$ cat src/bfs_pkg.sv
// Shared types, constants and bit-counting helpers for the bitmap find-and-select block.
`timescale 1ns / 1ps

package bfs_pkg;

    // Default row length in slot bits.
    localparam int COLS_DEFAULT = 256;

    // Width of one stored word of the row.
    localparam int WORD_BITS = 64;

    // Value of the span count register after reset.
    localparam logic [7:0] SPAN_RESET = 8'd1;

    typedef enum logic [1:0] {
        OP_WRITE  = 2'd0,
        OP_FIND   = 2'd1,
        OP_SELECT = 2'd2,
        OP_SPAN   = 2'd3
    } t_op;

    typedef enum logic [4:0] {
        S_IDLE = 5'b00001,
        S_SCAN = 5'b00010,
        S_NTH  = 5'b00100,
        S_SPAN = 5'b01000,
        S_HOLD = 5'b10000
    } t_state;

    // Number of set bits in a word.
    function automatic logic [6:0] popcount64(input logic [WORD_BITS-1:0] v);
        logic [6:0] n;
        n = 7'd0;
        for (int b = 0; b < WORD_BITS; b++) begin
            n = n + {6'd0, v[b]};
        end
        return n;
    endfunction

    // Index of the lowest set bit; zero when the word is empty.
    function automatic logic [5:0] lowest64(input logic [WORD_BITS-1:0] v);
        logic [5:0] idx;
        idx = 6'd0;
        for (int b = WORD_BITS - 1; b >= 0; b--) begin
            if (v[b]) begin
                idx = 6'(b);
            end
        end
        return idx;
    endfunction

endpackage

$ cat src/bfs_row_mem.sv
// Row storage: one synchronous word memory with per-word valid bits and the reset image.
`timescale 1ns / 1ps

module bfs_row_mem #(
    parameter int COLS      = bfs_pkg::COLS_DEFAULT,
    parameter int ROW_WORDS = (bfs_pkg::COLS_DEFAULT + 63) / 64,
    parameter int WAW       = 2
) (
    input  logic                           i_clk,
    input  logic                           i_rst_n,
    input  logic                           i_rd_en,
    input  logic [WAW-1:0]                 i_rd_addr,
    input  logic                           i_wr_en,
    input  logic [WAW-1:0]                 i_wr_addr,
    input  logic [bfs_pkg::WORD_BITS-1:0]  i_wr_data,
    output logic [bfs_pkg::WORD_BITS-1:0]  o_rd_word
);

    localparam int REM = COLS % bfs_pkg::WORD_BITS;

    logic [bfs_pkg::WORD_BITS-1:0] mem [ROW_WORDS];
    logic [ROW_WORDS-1:0]          r_vld;
    logic [bfs_pkg::WORD_BITS-1:0] r_rd_data;
    logic                          r_rd_vld;
    logic [WAW-1:0]                r_rd_addr;

    // Bits of a word that lie inside the row; this is also the word's reset value.
    function automatic logic [bfs_pkg::WORD_BITS-1:0] valid_mask(input logic [WAW-1:0] w);
        logic [bfs_pkg::WORD_BITS-1:0] m;
        m = '1;
        if (REM != 0 && w == WAW'(ROW_WORDS - 1)) begin
            m = (64'd1 << REM) - 64'd1;
        end
        return m;
    endfunction

    always_ff @(posedge i_clk) begin
        if (i_wr_en) begin
            mem[i_wr_addr] <= i_wr_data & valid_mask(i_wr_addr);
        end
        if (i_rd_en) begin
            r_rd_data <= mem[i_rd_addr];
            r_rd_addr <= i_rd_addr;
        end
    end

    always_ff @(posedge i_clk) begin
        if (!i_rst_n) begin
            r_vld    <= '0;
            r_rd_vld <= 1'b0;
        end else begin
            if (i_wr_en) begin
                r_vld[i_wr_addr] <= 1'b1;
            end
            if (i_rd_en) begin
                r_rd_vld <= r_vld[i_rd_addr];
            end
        end
    end

    // A word never written since reset reads as its reset image.
    assign o_rd_word = r_rd_vld ? r_rd_data : valid_mask(r_rd_addr);

endmodule

$ cat src/bitmap_find_and_select_core.sv
// Top level of the bitmap find-and-select block: sequencer, result register, span register.
`timescale 1ns / 1ps

// The block keeps one row of COLS slot bits in a word memory, all bits set after reset.
// Input channel (i_valid / o_ready) carries one operation word: write a 64-bit word,
// find the first set bit from a position with wrap, select the rank-th set bit, or set
// the span of bits after an anchor. Every accepted word yields exactly one result word
// on the output channel (o_valid / i_ready): found flag and the low 8 bits of the slot.
// The configuration channel (i_cfg_valid / o_cfg_ready) is always ready and loads the
// 8-bit span count; the user must write it only while the block is idle, and the block
// does not enforce this. One operation is in flight at a time; o_ready is high only
// while the sequencer idles. On the way from acceptance to a result in the output
// register, a write goes straight to the hold state; a find examines one memory word
// per cycle, the start word twice; a select scans one to W = (COLS+63)/64 words and on a
// hit takes six halving steps that locate the bit inside the word; a set span reads and
// rewrites each word it touches. The sequencer returns to idle as a result enters the
// output register, and only then accepts the next word. The memory's single read port
// and registered read set the one word per cycle.
// Reset clears the valid bits of the memory, so every word reads as all ones (bits past
// COLS cleared) at once; no clearing pass is needed. The span count returns to 1.
// The output register holds a finished result while the receiver stalls; the block may
// meanwhile accept and work on the next word, and waits only if a second result is due.

module bitmap_find_and_select_core #(
    parameter int COLS = bfs_pkg::COLS_DEFAULT
) (
    input  logic        i_clk,
    input  logic        i_rst_n,
    // operation words
    input  logic        i_valid,
    output logic        o_ready,
    input  logic [1:0]  i_op,
    input  logic [1:0]  i_word_address,
    input  logic [63:0] i_word_value,
    input  logic [7:0]  i_position,
    input  logic [7:0]  i_rank,
    // result words
    output logic        o_valid,
    input  logic        i_ready,
    output logic        o_found,
    output logic [7:0]  o_slot_index,
    // span count register
    input  logic        i_cfg_valid,
    output logic        o_cfg_ready,
    input  logic [7:0]  i_cfg_span_count
);

    localparam int ROW_WORDS = (COLS + 63) / 64;
    // Slot index width, never below 7 so that the word index keeps at least one bit.
    localparam int SW  = ($clog2(COLS) > 7) ? $clog2(COLS) : 7;
    localparam int WAW = SW - 6;
    // Width for position arithmetic: holds position + span and COLS itself.
    localparam int PW  = (SW >= 9) ? SW + 1 : 10;
    localparam int CW  = $clog2(ROW_WORDS + 1);

    localparam logic [WAW-1:0] LAST_W = WAW'(ROW_WORDS - 1);

    // Sequencer state.
    bfs_pkg::t_state r_state, n_state;
    bfs_pkg::t_op    r_op, n_op;
    logic [WAW-1:0]  r_word, n_word;     // word whose data the memory presents
    logic [CW-1:0]   r_cnt, n_cnt;       // words examined so far
    logic            r_first, n_first;   // first word of a find or a span
    logic [5:0]      r_off, n_off;       // start bit inside the first find word
    logic [7:0]      r_left, n_left;     // set bits still to skip for select
    logic [63:0]     r_nword, n_nword;   // select: remaining window of the hit word
    logic [5:0]      r_nbase, n_nbase;   // select: bit offset of that window
    logic [2:0]      r_step, n_step;     // select: halving step
    logic [5:0]      r_lo, n_lo;         // span: first bit inside its word
    logic [5:0]      r_hi, n_hi;         // span: last bit inside its word
    logic [WAW-1:0]  r_whi, n_whi;       // span: last word touched

    // Finished result waiting for the output register.
    logic            r_res_found, n_res_found;
    logic [7:0]      r_res_slot, n_res_slot;

    // Output register.
    logic            r_out_valid, n_out_valid;
    logic            r_out_found, n_out_found;
    logic [7:0]      r_out_slot, n_out_slot;

    logic [7:0]      r_span;

    // Memory port.
    logic            w_rd_en, w_wr_en;
    logic [WAW-1:0]  w_rd_addr, w_wr_addr;
    logic [63:0]     w_wr_data, w_rd_word;

    // Decoded input fields.
    logic            w_accept;
    logic [PW-1:0]   w_pos, w_lo, w_hi_raw, w_last, w_start, w_addr;
    logic            w_span_empty;
    logic [SW-1:0]   w_start_s, w_lo_s, w_last_s;

    // Per-cycle datapath.
    logic [WAW-1:0]  w_next_word;
    logic [63:0]     w_find_bits;
    logic [6:0]      w_pc;
    logic [5:0]      w_half;
    logic [6:0]      w_half_cnt;
    logic            w_in_low;
    logic [5:0]      w_lo_off, w_hi_off;
    logic [63:0]     w_span_mask;

    // Slot number of a bit, kept to its low 8 bits.
    function automatic logic [7:0] make_slot(input logic [WAW-1:0] w, input logic [5:0] b);
        logic [WAW+7:0] t;
        t = {2'b00, w, b};
        return t[7:0];
    endfunction

    bfs_row_mem #(
        .COLS      (COLS),
        .ROW_WORDS (ROW_WORDS),
        .WAW       (WAW)
    ) u_mem (
        .i_clk     (i_clk),
        .i_rst_n   (i_rst_n),
        .i_rd_en   (w_rd_en),
        .i_rd_addr (w_rd_addr),
        .i_wr_en   (w_wr_en),
        .i_wr_addr (w_wr_addr),
        .i_wr_data (w_wr_data),
        .o_rd_word (w_rd_word)
    );

    assign o_ready     = (r_state == bfs_pkg::S_IDLE);
    assign o_cfg_ready = 1'b1;
    assign w_accept    = i_valid && o_ready;

    // Input decoding. A find start past the row end searches from slot zero. A span
    // covers position+1 up to position+span-1, clipped at the last slot of the row.
    assign w_pos        = PW'(i_position);
    assign w_start      = (w_pos < PW'(COLS)) ? w_pos : '0;
    assign w_start_s    = w_start[SW-1:0];
    assign w_lo         = w_pos + PW'(1);
    assign w_hi_raw     = w_pos + PW'(r_span) - PW'(1);
    assign w_last       = (w_hi_raw >= PW'(COLS)) ? PW'(COLS - 1) : w_hi_raw;
    assign w_lo_s       = w_lo[SW-1:0];
    assign w_last_s     = w_last[SW-1:0];
    assign w_span_empty = (r_span < 8'd2) || (w_lo >= PW'(COLS));
    assign w_addr       = PW'(i_word_address);

    // Scan datapath on the word the memory presents.
    assign w_next_word = (r_word == LAST_W) ? '0 : r_word + WAW'(1);
    assign w_find_bits = r_first ? (w_rd_word & ({64{1'b1}} << r_off)) : w_rd_word;
    assign w_pc        = bfs_pkg::popcount64(w_rd_word);

    // Select halving: count the set bits in the low half of the current window.
    assign w_half     = 6'd32 >> r_step;
    assign w_half_cnt = bfs_pkg::popcount64(r_nword & ((64'd1 << w_half) - 64'd1));
    assign w_in_low   = ({1'b0, r_left} < {2'b00, w_half_cnt});

    // Span mask for the current word.
    assign w_lo_off    = r_first ? r_lo : 6'd0;
    assign w_hi_off    = (r_word == r_whi) ? r_hi : 6'd63;
    assign w_span_mask = ({64{1'b1}} << w_lo_off) & ({64{1'b1}} >> (6'd63 - w_hi_off));

    always_comb begin
        n_state     = r_state;
        n_op        = r_op;
        n_word      = r_word;
        n_cnt       = r_cnt;
        n_first     = r_first;
        n_off       = r_off;
        n_left      = r_left;
        n_nword     = r_nword;
        n_nbase     = r_nbase;
        n_step      = r_step;
        n_lo        = r_lo;
        n_hi        = r_hi;
        n_whi       = r_whi;
        n_res_found = r_res_found;
        n_res_slot  = r_res_slot;
        n_out_valid = r_out_valid && !i_ready;
        n_out_found = r_out_found;
        n_out_slot  = r_out_slot;
        w_rd_en     = 1'b0;
        w_rd_addr   = r_word;
        w_wr_en     = 1'b0;
        w_wr_addr   = r_word;
        w_wr_data   = w_rd_word;

        unique case (r_state)
            bfs_pkg::S_IDLE: begin
                if (w_accept) begin
                    n_op        = bfs_pkg::t_op'(i_op);
                    n_res_found = 1'b0;
                    n_res_slot  = 8'd0;
                    unique case (bfs_pkg::t_op'(i_op))
                        bfs_pkg::OP_WRITE: begin
                            // Words past the row end are ignored.
                            if (w_addr < PW'(ROW_WORDS)) begin
                                w_wr_en   = 1'b1;
                                w_wr_addr = w_addr[WAW-1:0];
                                w_wr_data = i_word_value;
                            end
                            n_state = bfs_pkg::S_HOLD;
                        end
                        bfs_pkg::OP_FIND: begin
                            w_rd_en   = 1'b1;
                            w_rd_addr = w_start_s[SW-1:6];
                            n_word    = w_start_s[SW-1:6];
                            n_off     = w_start_s[5:0];
                            n_first   = 1'b1;
                            n_cnt     = '0;
                            n_state   = bfs_pkg::S_SCAN;
                        end
                        bfs_pkg::OP_SELECT: begin
                            w_rd_en   = 1'b1;
                            w_rd_addr = '0;
                            n_word    = '0;
                            n_left    = i_rank;
                            n_cnt     = '0;
                            n_state   = bfs_pkg::S_SCAN;
                        end
                        bfs_pkg::OP_SPAN: begin
                            if (w_span_empty) begin
                                n_state = bfs_pkg::S_HOLD;
                            end else begin
                                w_rd_en   = 1'b1;
                                w_rd_addr = w_lo_s[SW-1:6];
                                n_word    = w_lo_s[SW-1:6];
                                n_lo      = w_lo_s[5:0];
                                n_hi      = w_last_s[5:0];
                                n_whi     = w_last_s[SW-1:6];
                                n_first   = 1'b1;
                                n_state   = bfs_pkg::S_SPAN;
                            end
                        end
                        default: n_state = bfs_pkg::S_HOLD;
                    endcase
                end
            end

            bfs_pkg::S_SCAN: begin
                if (r_op == bfs_pkg::OP_FIND) begin
                    // The start word comes round twice: first from the start bit up,
                    // then whole, which can only hit below the start bit.
                    if (|w_find_bits) begin
                        n_res_found = 1'b1;
                        n_res_slot  = make_slot(r_word, bfs_pkg::lowest64(w_find_bits));
                        n_state     = bfs_pkg::S_HOLD;
                    end else if (r_cnt == CW'(ROW_WORDS)) begin
                        n_state = bfs_pkg::S_HOLD;
                    end else begin
                        w_rd_en   = 1'b1;
                        w_rd_addr = w_next_word;
                        n_word    = w_next_word;
                        n_cnt     = r_cnt + CW'(1);
                        n_first   = 1'b0;
                    end
                end else begin
                    if ({1'b0, r_left} < {2'b00, w_pc}) begin
                        n_nword = w_rd_word;
                        n_nbase = 6'd0;
                        n_step  = 3'd0;
                        n_state = bfs_pkg::S_NTH;
                    end else if (r_cnt == CW'(ROW_WORDS - 1)) begin
                        n_state = bfs_pkg::S_HOLD;
                    end else begin
                        n_left    = r_left - {1'b0, w_pc};
                        w_rd_en   = 1'b1;
                        w_rd_addr = w_next_word;
                        n_word    = w_next_word;
                        n_cnt     = r_cnt + CW'(1);
                    end
                end
            end

            bfs_pkg::S_NTH: begin
                if (!w_in_low) begin
                    n_left  = r_left - {1'b0, w_half_cnt};
                    n_nword = r_nword >> w_half;
                    n_nbase = r_nbase + w_half;
                end
                if (r_step == 3'd5) begin
                    n_res_found = 1'b1;
                    n_res_slot  = make_slot(r_word, w_in_low ? r_nbase : r_nbase + w_half);
                    n_state     = bfs_pkg::S_HOLD;
                end else begin
                    n_step = r_step + 3'd1;
                end
            end

            bfs_pkg::S_SPAN: begin
                // Write back the word with its part of the span set, and fetch the
                // next word in the same cycle; the two never address the same entry.
                w_wr_en   = 1'b1;
                w_wr_addr = r_word;
                w_wr_data = w_rd_word | w_span_mask;
                if (r_word == r_whi) begin
                    n_state = bfs_pkg::S_HOLD;
                end else begin
                    w_rd_en   = 1'b1;
                    w_rd_addr = r_word + WAW'(1);
                    n_word    = r_word + WAW'(1);
                    n_first   = 1'b0;
                end
            end

            bfs_pkg::S_HOLD: begin
                if (!r_out_valid || i_ready) begin
                    n_out_valid = 1'b1;
                    n_out_found = r_res_found;
                    n_out_slot  = r_res_slot;
                    n_state     = bfs_pkg::S_IDLE;
                end
            end

            default: n_state = bfs_pkg::S_IDLE;
        endcase
    end

    always_ff @(posedge i_clk) begin
        if (!i_rst_n) begin
            r_state     <= bfs_pkg::S_IDLE;
            r_out_valid <= 1'b0;
            r_span      <= bfs_pkg::SPAN_RESET;
        end else begin
            r_state     <= n_state;
            r_out_valid <= n_out_valid;
            if (i_cfg_valid && o_cfg_ready) begin
                r_span <= i_cfg_span_count;
            end
        end
    end

    always_ff @(posedge i_clk) begin
        r_op        <= n_op;
        r_word      <= n_word;
        r_cnt       <= n_cnt;
        r_first     <= n_first;
        r_off       <= n_off;
        r_left      <= n_left;
        r_nword     <= n_nword;
        r_nbase     <= n_nbase;
        r_step      <= n_step;
        r_lo        <= n_lo;
        r_hi        <= n_hi;
        r_whi       <= n_whi;
        r_res_found <= n_res_found;
        r_res_slot  <= n_res_slot;
        r_out_found <= n_out_found;
        r_out_slot  <= n_out_slot;
    end

    assign o_valid      = r_out_valid;
    assign o_found      = r_out_found;
    assign o_slot_index = r_out_slot;

endmodule

$ cat config.mk
export PLATFORM = sky130hd
export DESIGN_NAME = bitmap_find_and_select_core
export DESIGN_NICKNAME = d
export VERILOG_FILES = /design/src/bfs_pkg.sv /design/src/bfs_row_mem.sv /design/src/bitmap_find_and_select_core.sv
export SDC_FILE = /design/constraint.sdc
export NUM_CORES = 1
export LEC_CHECK = 0
export BUFFER_PORTS_ARGS = -buffer_cell sky130_fd_sc_hd__buf_2
export CAP_MARGIN = 20
export CORE_ASPECT_RATIO = 1.75
export CORE_UTILIZATION = 45
export DETAILED_ROUTE_END_ITERATION = 8
export SETUP_SLACK_MARGIN = 0.2
export SLEW_MARGIN = 25
export SYNTH_ARGS = -nofsm -noshare
export SYNTH_HDL_FRONTEND = slang
export SYNTH_HIERARCHICAL = 1
export SYNTH_SLANG_ARGS = --single-unit
$ cat constraint.sdc
create_clock -name i_clk -period 16.3 [get_ports i_clk]
set_input_delay 0.815 -clock i_clk [delete_from_list [all_inputs] [get_ports i_clk]]
set_output_delay 0.815 -clock i_clk [all_outputs]
set_load 0.05 [all_outputs]
---- Word-level counts from Yosys, hierarchy flattened ----
Memories as Yosys holds them, arrays and structs flattened. A register that Yosys moved wholly into a read port is not among the register bits.
Cells that the tools add are included.
storage, ports and cells
  memories kept ........................... 1
  flip-flop bits (word level) ............. 146
  logic and storage cells ................. 413
  RAM bits ................................ 256
  input bits .............................. 97
  output and inout port bits .............. 12
operators by class
  reductions and logical operators ........ 26
  bitwise gates (word level) .............. 6
  eq/ne operators ......................... 39
  $lt $le $gt $ge ......................... 10
  multiplexer cells ....................... 167
  shifts and indexed selects .............. 6
  $add $sub $neg .......................... 137
memory list
  memory     words  bits a word  read ports  clocked after Yosys merged registers in  wr ports  line               RTL
  u_mem.mem  4      64           1           1                                        1         bfs_row_mem.sv:21  logic [bfs_pkg::WORD_BITS-1:0] mem [ROW_WORDS];
operators with widths
  operator                                            number
  adder 7 x 1 -> 7 bit                                114
  2-to-1 mux 64 bit                                   8
  2-to-1 mux 6 bit                                    69
  one-hot mux 64 bit (2 select lines)                 2
  bitwise AND 64 bit                                  3
  left shift 64 x 6 -> 64 bit, first input constant   2
  2-to-1 mux 8 bit                                    11
  bitwise OR 64 bit                                   1
  OR reduction 64 bit                                 1
  left shift 1 x 6 -> 64 bit, first input constant    1
  right shift 64 x 6 -> 64 bit                        1
  right shift 64 x 6 -> 64 bit, first input constant  1
  subtractor 64 x 1 -> 64 bit, second input constant  1
  2-to-1 mux 5 bit                                    10
  one-hot mux 8 bit (3 select lines)                  2
  2-to-1 mux 3 bit                                    10
  != test 2 bit, second input constant                15
  2-to-1 mux 1 bit                                    27
  2-to-1 mux 2 bit                                    13
  one-hot mux 5 bit (5 select lines)                  1
  < comparator 8 x 7 -> 1 bit                         2
  subtractor 8 x 7 -> 8 bit                           2
  != test 3 bit, second input constant                5
  one-hot mux 5 bit (3 select lines)                  1
  56 further kinds                                    88

---- Depth between registers and ports, before layout ----
Gate-level depths: netlist of the first run.
  depth in word-level cells ............... 71
  mapped depth ............................ 44
  gate-level depth less buffers ........... 39

---- By module ----
The synthesis of the first run kept the hierarchy.
modules (own cells, without submodules)
  module                       area an instance (um^2)  seq. area each (um^2)  cells an instance  times used
  bitmap_find_and_select_core  18859.3                  4073.9                 2207               1
  bfs_row_mem                  11791.3                  9709.3                 488                1

---- Least setup slack after synthesis of the first run ----
No wires, ideal clock.
  kind .................................... reg2reg
  start point ............................. register r_step[0]
  end point ............................... register r_nword[0] (enable)
  library setup time ...................... 0.308 ns
  arrival ................................. 13.735 ns
  period minus slack after synthesis ...... 14.042 ns
  required time ........................... 15.992 ns
  buffers on the path ..................... 5
  slack ................................... 2.258 ns
  cell stages (with the launch flop) ...... 44
  cell sequence ........................... edfxtp_1 inv_1 ha_1 buf_2 nand2_8 inv_2 buf_6 buf_6 buf_2 nor4_1 nand2_1 ha_1 clkbuf_1 inv_1 nand2_1 nor3_1 a31oi_1 o22ai_1 (+8 left out) inv_1 fa_1 fa_1 fa_1 inv_1 ha_1 fa_1 a21oi_1 nor2_1 nor2_1 xnor2_1 ha_1 inv_1 o21bai_1 a21o_1 a211oi_4 a21boi_0 o21a_1
between the ends
  cells in the longest elaborated chain, start to end .. 70
RTL lines
  what                                line                                RTL
  start, declared                     bitmap_find_and_select_core.sv:68   logic [2:0] r_step, n_step;
  start signal, assigned              bitmap_find_and_select_core.sv:338  r_step <= n_step;
  right shift 6 x 3 -> 6 bit *        bitmap_find_and_select_core.sv:150  assign w_half = 6'd32 >> r_step;
  left shift 1 x 6 -> 64 bit *        bitmap_find_and_select_core.sv:151  assign w_half_cnt = bfs_pkg::popcount64(r_nword & ((64'd1 << w_half) - 64'd1));
  subtractor 64 x 1 -> 64 bit *       bitmap_find_and_select_core.sv:151
  bitwise AND 64 bit *                bitmap_find_and_select_core.sv:151
  adder 1 x 1 -> 2 bit                bfs_pkg.sv:35                       n = n + {6'd0, v[b]};
  adder 2 x 1 -> 3 bit                bfs_pkg.sv:35
  adder 3 x 1 -> 4 bit                bfs_pkg.sv:35
  adder 4 x 1 -> 5 bit                bfs_pkg.sv:35
  adder 5 x 1 -> 6 bit                bfs_pkg.sv:35
  adder 6 x 1 -> 7 bit                bfs_pkg.sv:35
  adder 7 x 1 -> 7 bit (56 in a row)  bfs_pkg.sv:35
  adder 7 x 1 -> 7 bit *              bfs_pkg.sv:35
  < comparator 8 x 7 -> 1 bit *       bitmap_find_and_select_core.sv:152  assign w_in_low = ({1'b0, r_left} < {2'b00, w_half_cnt});
  != test 2 bit (no line) *           -
  AND reduction 4 bit (no line) *     -
  end signal, assigned                bitmap_find_and_select_core.sv:336  r_nword <= n_nword;
  end, declared                       bitmap_find_and_select_core.sv:66   logic [63:0] r_nword, n_nword;
Mark *: on every way between the ends. The rest lies on a longest branch, timed or not.
A chain may end at the register's enable or synchronous reset.

---- Final worst setup path of the first run ----
  start point ............................. register r_step[0]
  end point ............................... register r_nword[1] (enable)
The elaborated chain is that of the path after synthesis.

==> flow_summary.ini, run 1 <==
[outcome]
outcome = finished, final reports clean

[synth]
ys_types = 91
synth-async-reset-ratio = 0
avgSynthCellArea_um2 = 11.4
syn-cell-area_mm2 = 0.0307
ys_seq_area_frac = 0.450
synth_cells = 2695
synth_top_flop_cell = edfxtp_1
synth-seq-cells = 466
synth-edff-count = 445
yosysWarnings = 6

[drt]
drt_iter0_drc = 2329
wire_per_inst_um = 36.3
wirelength_um = 133000
vias = 24000
drtPass1Iterations = 7
routed_via_density = 6.54
postRouteAntennaNets = 0
drt_drc_violations_left = 0

[cells_and_area]
utilization = 0.496
fill_cells = 6218
syn2layout_area_growth_pct = 9.18
multi_input_area_mm2 = 0.0154
seqCellArea_mm2 = 0.0138
final_common_cell = edfxtp_1
drive_above_1_share = 0.143
num-nets-final = 3026
mostFrequentLayoutCells = edfxtp_1 (445), nand2_1 (234), inv_1 (207), nor2_1 (161), mux2i_1 (135)

[floorplanning]
num_io_pins = 109
die_area_mm2 = 0.0692
die_w_um = 199
start_util = 0.454
die_h_um = 347
core.rowCount = 126
coreArea_mm2 = 0.0675

[clock_tree]
clkLatencyLatePin_ps = 600
numCtsBuffers = 42
post_cts_resized = 0
post_cts_buffers = 0
cts_hold_buf = 0
ctsRootBufferMaster = clkbuf_16
cts_max_level = 2
clockBufferDepth = 3
path_clk_slew_ps = 70
cts_tree = yes
cts.sinks = 466

[sta]
worstMarginPinSlew_ps = 1170
setup_violations = 0
setup_slack_ps = 4330
hold_ws_ps = 430
tns_ps = 0
clock_skew_ps = 22.8
fmax_mhz = 83.6
rsz0062_at_grt = no
slew_headroom = 0.210
final-hold-violation-count = 0
min_period_over_period = 0.734
slew_violations = 0
fin_crit_ps = 11970

[pwr]
power_frac_comb = 0.427
p_int_mw = 2.82
p_leak_nw = 12.5
finalPower_mw = 4.36
power_frac_seq = 0.338
p_per_area_mw_per_mm2 = 130
ir_drop_mv = 0.251
netSwitchingFraction = 0.354
p_sw_mw = 1.54
pwr-share-clk = 0.236

[critical_path]
cp_max_fo = 63
cp_slowest_stage_delay_ps = 600
endpoint_kind = register
crit_top_cell = fa_1
cp.arrival_ps = 12310
crit_path_start_kind = register
crit_slowest_cell = ha_1
timing_worst_setup_path_type = register to register
required_ps = 16650

[flow_run]
maxCapViolCount = 0

[place]
dp_hpwl_um = 99500
io_buffers = 107
gp_congestion = 1.06
place_ws_ps = 4500

[global_route]
grt_overflow = 0
antenna_found_initial = 6
grt_start_max_net_pins = 83
grt_pass1_wl_um = 186000
grtUsageTotal = 0.391
grt_pass1_vias = 24700

[hold_path]
hp-class = register to register
-- stage by stage --
step	area, um^2	cells
2_1_floorplan	30700	2697
3_3_place_gp	32000	3588
3_5_place_dp	32000	3588
4_1_cts	33400	3666
5_1_grt	33500	3667
6_report	33500	3669
-- worst paths after layout --
check / startpoint / end / slack (ps) / cells after the start
worst min-delay path: r_res_slot[6]$_SDFFCE_PP0P_ / o_slot_index[6]$_DFFE_PP_ / 430 / 0
worst min register to register: r_res_slot[6]$_SDFFCE_PP0P_ / o_slot_index[6]$_DFFE_PP_ / 430 / 0
worst max register to register: r_step[0]$_SDFFCE_PN0P_ / r_nword[1]$_DFFE_PP_ / 4330 / 39
worst max-delay path: r_step[0]$_SDFFCE_PN0P_ / r_nword[1]$_DFFE_PP_ / 4330 / 39
-- layer usage --
metal | GRT usage | part of all wire | routed length [um] | vias up
li1 | - | - | - | 10100
met1 | 0.384 | 0.31 | 41500 | 12100
met2 | 0.667 | 0.50 | 66700 | 1261
met3 | 0.0872 | 0.070 | 9340 | 518
met4 | 0.373 | 0.12 | 15600 | 6
met5 | 0 | 0.00031 | 41 | -
-- synthesized netlist by cell type, types with 36 or more instances --
cell type	number	share of area
o211ai_1	36	0.0088
clkbuf_1	96	0.012
o22ai_1	43	0.0088
nand2_1	234	0.029
o221ai_1	38	0.011
fa_1	112	0.073
o21ai_0	135	0.022
nor3_1	36	0.0059
inv_1	208	0.025
nand3_1	49	0.0080
ha_1	80	0.033
nor2_1	165	0.020
xnor2_1	36	0.010
mux2i_1	136	0.044
a21oi_1	133	0.022
edfxtp_1	445	0.44
mux4_2	109	0.080
nand2b_1	77	0.016
-- cell families after synthesis --
logic type               share of synthesized area
other                                     0.000122
XOR/XNOR                                    0.0114
flip-flops                                   0.450
AND/OR/NAND/NOR                              0.113
adder cells (fa/ha/maj)                      0.106
multiplexers                                 0.126
buffers and inverters                       0.0522
AO/OA/AOI/OAI                                0.143
-- flip-flops by register name, summed over array words and instances (netlist names), 6 cells and up --
signal	count
r_nbase	6
r_span	8
r_res_slot	8
u_mem/r_rd_data	64
r_off	6
r_left	8
r_lo	6
r_nword	64
u_mem/mem	256
o_slot_index	8
r_hi	6
-- critical path, delay by kind of cell (launching register included) --
kind	cells	cell delay, ps
simple gates	5	1210
buf+inv	12	2590
flops	1	440
compound gates	10	2180
fa+ha+maj	12	5230
-- power by group through the flow --
stage / logic [mW] / registers [mW] / clock network, mW
detailed placement: 1.84 / 1.50 / 0
global placement: 1.78 / 1.49 / 0
CTS: 1.86 / 1.47 / 1.04
finish: 1.86 / 1.47 / 1.03
global route: 2.03 / 1.48 / 1.08
floorplan: 1.41 / 1.48 / 0
-- final cells by class --
type / count / share of cell area
multi-input combinational: 1850 / 0.460
sequential: 466 / 0.412
tap: 896 / 0.0335
clock buffer: 50 / 0.0326
timing repair buffer: 165 / 0.0294
inverter: 212 / 0.0238
clock inverter: 28 / 0.00905
antenna: 2 / 0.000150
Power figures use the tool's default switching activity.
==> run 2, diff against run 1 <==
==> constraint.sdc (replaced) <==
create_clock -name i_clk -period 11.9 [get_ports i_clk]
set_input_delay 0.595 -clock i_clk [delete_from_list [all_inputs] [get_ports i_clk]]
set_output_delay 0.595 -clock i_clk [all_outputs]
set_load 0.05 [all_outputs]
==> run 2 against run 1 <==
Compared with the run above:
- clock skew is 4.2 ps higher
- clock power is 41% higher
- critical path type unchanged
- first-iteration DRC count is 23% higher
- largest cell class unchanged
- wire length is 2.7% lower
- global-route usage is 0.58 points lower
==> flow_summary.ini, run 2 (same netlist as run 1, synthesis figures left out) <==
[outcome]
outcome = finished, final reports clean

[sta]
setup_slack_ps = 1240
min_period_over_period = 0.896
fmax_mhz = 93.8
fin_crit_ps = 10660
rsz0062_at_grt = no
slew_headroom = 0.227
hold_ws_ps = 203
tns_ps = 0
clock_skew_ps = 27.0
slew_violations = 0
worstMarginPinSlew_ps = 1150
final-hold-violation-count = 0
setup_violations = 0

[hold_path]
hp-class = input pin to register
holdPathEnd = r_span[0]$_SDFFE_PN1P_
min_path_cells = 3
min_from = i_cfg_span_count[0]

[cells_and_area]
syn2layout_area_growth_pct = 10.1
utilization = 0.500
fill_cells = 6142
largest_reg_flops = 256
final_common_cell = edfxtp_1
mostFrequentLayoutCells = edfxtp_1 (445), nand2_1 (234), inv_1 (207), nor2_1 (162), mux2i_1 (134)
num-nets-final = 3046
multi_input_area_mm2 = 0.0154
drive_above_1_share = 0.151
largestRegisters = u_mem/mem (256), r_nword (64), u_mem/r_rd_data (64)
largest_register = u_mem/mem
seqCellArea_mm2 = 0.0138

[critical_path]
rr_startpoint = u_mem/r_rd_vld$_SDFFE_PN0P_
cp_slowest_stage_delay_ps = 720
crit_path_start_kind = register
cp-startpoint = u_mem/r_rd_vld$_SDFFE_PN0P_
required_ps = 12230
endpoint_kind = register
cp_max_fo = 40
cp.arrival_ps = 10990
r2r_cells = 29
crit_top_cell = fa_1
timing_worst_setup_path_type = register to register
crit_slowest_cell = dfxtp_2
r2r_setup_slack_ps = 1240
r2r_end = u_mem/r_rd_data[31]$_DFFE_PP_

[drt]
drtPass1Iterations = 6
wire_per_inst_um = 35.1
wirelength_um = 130000
drt_iter0_drc = 2876
routed_via_density = 6.64
postRouteAntennaNets = 0
drt_drc_violations_left = 0
vias = 24500

[pwr]
ir_drop_mv = 0.276
p_leak_nw = 12.6
p_per_area_mw_per_mm2 = 179

[global_route]
antenna_found_initial = 10
grt_pass1_vias = 25400
grtUsageTotal = 0.385
grt_start_max_net_pins = 64
grt_pass1_wl_um = 184000
grt_overflow = 0

[place]
dp_hpwl_um = 96400
gp_congestion = 1.09
io_buffers = 107
place_ws_ps = 1400

[floorplanning]
num_io_pins = 109
die_w_um = 199
start_util = 0.454
die_area_mm2 = 0.0692
coreArea_mm2 = 0.0675
die_h_um = 347
core.rowCount = 126

[clock_tree]
clockBufferDepth = 3
clkLatencyLatePin_ps = 620
numCtsBuffers = 44
path_clk_slew_ps = 70
cts.sinks = 466
post_cts_resized = 0
ctsRootBufferMaster = clkbuf_16
cts_max_level = 2
cts_tree = yes
cts_hold_buf = 0
post_cts_buffers = 0

[flow_run]
maxCapViolCount = 0
run 2: cell types whose count changed in the layout (fill, tap and decap cells not counted), sizes merged:
cell / previous run / this run
diode: 2 / 5
inv: 216 / 212
clkinv: 19 / 16
clkinvlp: 1 / 4
buf: 164 / 183
clkbuf: 51 / 57
run 2: layer usage:
layer | global-route usage | routed length (um) | up-vias
met5 | 0 | 53 | -
met4 | 0.348 | 14300 | 8
met3 | 0.107 | 10500 | 597
met2 | 0.650 | 64600 | 1500
met1 | 0.379 | 40100 | 12200
li1 | - | - | 10200
run 2: through the flow:
| step | std cells | power, mW | instance area [um^2] |
|---|---|---|---|
| floorplan | 2697 | 3.96 | 30700 |
| global placement | 3606 | 4.55 | 32200 |
| detailed placement | 3606 | 4.61 | 32200 |
| CTS | 3687 | 6.06 | 33700 |
| global route | 3688 | 6.36 | 33700 |
| finish | 3693 | 6.03 | 33800 |
run 2: worst max path at each step:
stage | endpoint | slack [ps]
after global placement | u_mem/r_rd_data[31]$_DFFE_PP_ | 1500
after floorplan | r_nword[0]$_DFFE_PP_ | 880
after global routing | r_res_slot[1]$_SDFFCE_PP0P_ | 730
final | u_mem/r_rd_data[31]$_DFFE_PP_ | 1240
after CTS | u_mem/r_rd_data[31]$_DFFE_PP_ | 1360
after detailed placement | u_mem/r_rd_data[6]$_DFFE_PP_ | 1400
run 2: where the power goes:
part,switching (mW),internal [mW],total (mW),leakage [nW]
Sequential,0.0474,1.97,2.01,3.93
Combinational,1.42,1.15,2.56,7.97
Clock,0.656,0.795,1.45,0.688
Total,2.12,3.91,6.03,12.6
run 2: layout make-up:
type | instances | share of cell area
antenna | 5 | 0.000371
clock buffer | 57 | 0.0350
clock inverter | 24 | 0.00778
inverter | 212 | 0.0236
multi-input combinational | 1850 | 0.457
sequential | 466 | 0.408
tap | 896 | 0.0332
timing repair buffer | 183 | 0.0346
run 2: critical path, delay by kind of cell, from the launching register on:
| kind | cells | cell delay, ps |
|---|---|---|
| XOR/XNOR | 1 | 110 |
| AO/OA/AOI/OAI | 5 | 1810 |
| adder cells (fa/ha/maj) | 11 | 5210 |
| buffers and inverters | 6 | 910 |
| multiplexers | 1 | 560 |
| flip-flops | 1 | 720 |
| AND/OR/NAND/NOR | 5 | 880 |
